## config.mk

```make
export PLATFORM = sky130hd
export DESIGN_NAME = pal_cell
export DESIGN_NICKNAME = d
export VERILOG_FILES = /design/src/hdl/pal_pkg.sv /design/src/hdl/pal_cell.sv
export SDC_FILE = /design/constraint.sdc
export NUM_CORES = 1
export LEC_CHECK = 0
export BUFFER_PORTS_ARGS = -buffer_cell sky130_fd_sc_hd__clkbuf_2
export CORE_UTILIZATION = 25
export CTS_BUF_LIST = sky130_fd_sc_hd__clkbuf_8
export CTS_CLUSTER_SIZE = 8
export DETAILED_ROUTE_END_ITERATION = 16
export MAX_ROUTING_LAYER = met4
export PLACE_DENSITY = 0.64
export SETUP_SLACK_MARGIN = 0.5
export SYNTH_ARGS = -nofsm -noshare
export SYNTH_HDL_FRONTEND = slang
export SYNTH_SLANG_ARGS = --single-unit
export TNS_END_PERCENT = 50
```

## constraint.sdc

```tcl
create_clock -name clk_i -period 4.3 [get_ports clk_i]
set_input_delay 0.86 -clock clk_i [delete_from_list [all_inputs] [get_ports clk_i]]
set_output_delay 0.86 -clock clk_i [all_outputs]
set_load 0.05 [all_outputs]
```

## src/hdl/pal_pkg.sv

```systemverilog
// Package with the request kinds, status codes and cell control type of the list.
`timescale 1ns / 1ps
`default_nettype none

package pal_pkg;

  localparam int DataW = 32;
  localparam int PosW  = 8;
  localparam int CntW  = 8;

  typedef enum logic [1:0] {
    KIND_INSERT = 2'd0,
    KIND_APPEND = 2'd1,
    KIND_DELETE = 2'd2,
    KIND_READ   = 2'd3
  } pal_kind_e;

  typedef enum logic [1:0] {
    ST_DONE  = 2'd0,
    ST_RANGE = 2'd1,
    ST_FULL  = 2'd2
  } pal_status_e;

  // Control broadcast to every cell of the chain.
  typedef struct packed {
    logic             shift_up;
    logic             shift_dn;
    logic [DataW-1:0] value;
  } pal_ctrl_t;

endpackage

`default_nettype wire

```

## src/hdl/pal_cell.sv

```systemverilog
// One storage cell of the list chain, holding the entry at a fixed index.
`timescale 1ns / 1ps
`default_nettype none

module pal_cell #(
  parameter int IdxW = 7,
  parameter int Idx  = 0
) (
  input  wire logic                    clk_i,
  input  wire pal_pkg::pal_ctrl_t      ctrl_i,
  input  wire logic [IdxW-1:0]         pos_i,
  input  wire logic [pal_pkg::DataW-1:0] prev_i,
  input  wire logic [pal_pkg::DataW-1:0] next_i,
  output logic      [pal_pkg::DataW-1:0] data_o,
  output logic      [pal_pkg::DataW-1:0] rd_o
);
  import pal_pkg::*;

  localparam logic [IdxW-1:0] MyIdx = IdxW'(Idx);

  logic [DataW-1:0] data_q;
  logic [DataW-1:0] data_d;
  logic             above;
  logic             hit;

  assign hit   = (pos_i == MyIdx);
  assign above = (MyIdx > pos_i);

  always_comb begin
    data_d = data_q;
    if (ctrl_i.shift_up) begin
      if (above) begin
        data_d = prev_i;
      end else if (hit) begin
        data_d = ctrl_i.value;
      end
    end else if (ctrl_i.shift_dn) begin
      if (above || hit) begin
        data_d = next_i;
      end
    end
  end

  always_ff @(posedge clk_i) begin
    data_q <= data_d;
  end

  assign data_o = data_q;
  // Only the addressed cell drives its entry onto the read bus.
  assign rd_o   = data_q & {DataW{hit}};

endmodule

`default_nettype wire

```

# After elaboration in Yosys (flattened, before gate mapping)
# Cells that the tools add are included.
# W data, S select, Z words.
# word_totals
word_cells,14
inputBits,106
register_bits,32
out_inout_bits,64
# op_classes
muxes,5
bitwise,1
reduce_logical,5
eq_ne,1
order_cmp,1
# ops
op,n
$mux W32,5
$and A32 B32 Y32,1
$gt A1 B7 Y1 const A,1
$logic_not A7 Y1,1
$reduce_bool A2 Y1,2
$ne A3 B1 Y1 const B,1
$reduce_and A3 Y1,1
$logic_or A1 B1 Y1,1

# Logic depth before layout (Yosys ltp)
# logic_depth
depth_word,5
ltp_mapped,4
depth_no_buf,2

# Least setup slack after synthesis
# No wires, ideal clock.
# synth_timing
kind,input -> register
start,in pos_i[2]
end,"reg data_q[0], in the netlist data_o[0] (enable)"
cell_stages,3
setup_slack_ns,0.056
required_ns,3.839
arrival_time_ns,3.783
setup_ns,0.461
path_buffers,1
cell_sequence,or4_4 -> buf_6 -> nor3_1
# synth_between
elab_chain_len,4
elab_cells_between_ends,6
classes_between,order compare (1); eq/ne (1); reduce/logical (4)
# synth_rtl
item,line,rtl
from (decl),pal_cell.sv:11,"input wire logic [IdxW-1:0] pos_i,"
$gt A1 B7 Y1 / $logic_not A7 Y1 (equally long branches),"pal_cell.sv:27, pal_cell.sv:26",
$logic_or A1 B1 Y1,pal_cell.sv:38,if (above || hit) begin
$reduce_bool A2 Y1 (no source line),-,
$reduce_and A3 Y1 (no source line) *,-,
to (signal assigned),pal_cell.sv:45,data_q <= data_d;
to (decl),pal_cell.sv:21,logic [DataW-1:0] data_q;
# Mark *: on every way between the ends. The rest lies on a longest branch, timed or not.
# A chain may end at the register's enable or synchronous reset.

# Final worst setup path
# layout_timing
start,in pos_i[3]
end,out rd_o[31] (netlist bit)
# layout_between
elab_chain_len,2
# layout_rtl
item,line,rtl
$logic_not A7 Y1,pal_cell.sv:26,assign hit = (pos_i == MyIdx);
$and A32 B32 Y32,pal_cell.sv:50,assign rd_o = data_q & {DataW{hit}};
to (decl),pal_cell.sv:15,output logic [pal_pkg::DataW-1:0] rd_o
# Every way passes these cells.

==> impl_metrics.toml <==
[clocking]
post_cts_buffers = 0
holdBufCountCts = 0
cts_max_level = 2
ctsResizeCount = 0
clock_sinks = 32
path_clk_slew_ns = 0.07
cts_buffers = 5
cts_tree = "done"
cts-root-buf = "clkbuf_8"
clockBufferDepth = 2

[cells_and_area]
design_area_sq_mm = 0.00269
n_antenna_cell = 0
fillers = 758
multiInputGateArea_sq_um = 709
fin_util_pct = 36.9
area_delta_synth_final_pct = 42.6
largest_reg_flops = 32
drive_gt1_share_pct = 75.2
seq_area_sq_um = 961
finalNetCount = 384

[yosys]
syn_area_sq_mm = 0.00189
yosysSeqAreaShare_pct = 50.9
synth_area_leader_cell = "edfxtp_1"
synthCells = 144
synth_seq_cells = 32
synth_top_area_share_pct = 50.9
ys_warn_count = 0
synthTopCellsByArea = "edfxtp_1 (51%), mux2_2 (19%), nor3_2 (16%)"
ys_types = 12
synth_edf_count = 32
synthFlopType = "edfxtp_1"
synthesis.nets = 250
synthTopCellsByCount = "edfxtp_1 (32), inv_1 (32), mux2_2 (32)"
async_reset_ff_share_pct = 0
synth_area_per_cell_sq_um = 13.1

[global_route]
grt_first_pass_wirelength_mm = 6.37
grt_max_degree = 34
grt_use_met2_pct = 19.8
grt_pass1_vias = 1396
use_met3_pct = 2.61
grt.overflow.total = 0
busiest_layer = "met2"
antenna_found_initial = 0
groute.usage.overall_pct = 11.4
met1_usage_pct = 12.4

[sta]
min_period_ns = 3.31
finalSetupViolations = 0
hold_violations = 0
fmax_mhz = 302
worst_pin_slew_ns = 1.01
fin_setup_tns_ns = 0
fin_crit_sh_pct = 76.9
rsz0062_at_grt = "no"
slew_headroom_pct = 32.8
slew_viol_final = 0

[power_and_ir_drop]
p_leak_nw = 1.25
combPwrFrac_pct = 13.7
ir_drop_mv = 0.112
p_per_area_mw_per_mm2 = 242
clkPwrFrac_pct = 32.8
p_int_w = 0.000502
p_sw_w = 0.000149
pwr-share-seq_pct = 53.5
p_sw_share_pct = 22.9

[route]
vias_per_cell = 4.14
vias = 1559
ant_nets = 0
first_iter_violations = 49
drtPass1Iterations = 6
wl_per_cell_microns = 12.0
drc = 0
drt-total-wl_mm = 4.53

[floorplan]
ios = 170
die_h_microns = 88.9
die-width_microns = 88.9
core_sq_mm = 0.00729
die_area_sq_mm = 0.00790
start_util_pct = 25.9
rows = 31

[placed_design]
placed_area_sq_mm = 0.00262
io_buffer_count = 137
finalWeightedCongestion = 0.680
post-dp-hpwl_mm = 3.35

[setup_path]
cp-end-kind = "output port"
startpoint_type = "input port"
critical_path_arrival_ns = 2.45
path_max_fanout = 33
required_ns = 3.44
critPathKind = "input port to output port"

[worst_hold_path]
hp-start = "ctrl_i[21]"
hold_depth = 2
min_to = "data_o[21]$_DFFE_PP_"
hp-class = "input port to flop"

[status]
status = "complete, no violations"

[job]
drv_cap = 0
[cells in the final DEF, fill, tap and decap left out]
master / instances
nor3_2: 30
nor3_1: 2
mux2_2: 32
or4_4: 1
or3_2: 1
clkinv_1: 2
edfxtp_1: 32
nor3_4: 1
inv_1: 32
clkbuf_8: 5
buf_4: 2
clkbuf_2: 137
nor2_1: 1
[through the flow]
| step | hold slack, ns | setup WS [ns] | total power (W) | cells |
|---|---|---|---|---|
| 5_1_grt | 0.865 | 0.943 | 0.000685 | 377 |
| 2_1_floorplan | 1.08 | 0.823 | 0.000409 | 144 |
| 4_1_cts | 0.868 | 1.00 | 0.000663 | 377 |
| 6_report | 0.877 | 0.993 | 0.000651 | 377 |
| 3_5_place_dp | 1.17 | 1.00 | 0.000445 | 370 |
| 3_3_place_gp | 1.16 | 1.01 | 0.000443 | 370 |
[power by group through the flow]
stage               registers (W)   logic, W  clock network, W
global placement         0.000355  0.0000882                 0
finish                   0.000348  0.0000894          0.000213
detailed placement       0.000355  0.0000903                 0
CTS                      0.000348  0.0000910          0.000224
floorplan                0.000361  0.0000480                 0
global route             0.000348  0.0000979          0.000239
[worst max-delay path, cell delays in order]
cell,delay [ns]
clkbuf_2,0.07
or3_2,0.88
nor3_1,0.28
clkbuf_2,0.32
[logic make-up (layout without fill, tap and decap cells)]
family	count (synthesis)	in the layout	share of synthesized area, %
DFF	32	32	50.9
buffers and inverters	44	178	12.1
and+or+nand+nor	36	36	17.8
muxes	32	32	19.1
[worst max path at each step]
stage,end,from,cells after the start,slack [ns]
floorplan,rd_o[0],pos_i[2],3,0.82
global placement,rd_o[0],pos_i[3],4,1.01
detailed placement,rd_o[0],pos_i[3],4,1.00
CTS,rd_o[0],pos_i[3],4,1.00
global route,rd_o[0],pos_i[3],4,0.94
finish,rd_o[31],pos_i[3],4,0.99
[final cells by class]
class / instances / area share (%)
multi-input combinational: 68 / 26.4
clock buffer: 5 / 2.56
tap: 99 / 4.60
clock inverter: 2 / 0.279
timing repair buffer: 139 / 26.0
inverter: 32 / 4.46
sequential: 32 / 35.7
[per-layer routing]
layer / wire (microns) / vias up
met5: 0 / -
met3: 212 / 5
met2: 2350 / 70
met1: 1910 / 730
li1: - / 754
met4: 67 / 0
Power figures use the tool's default switching activity.
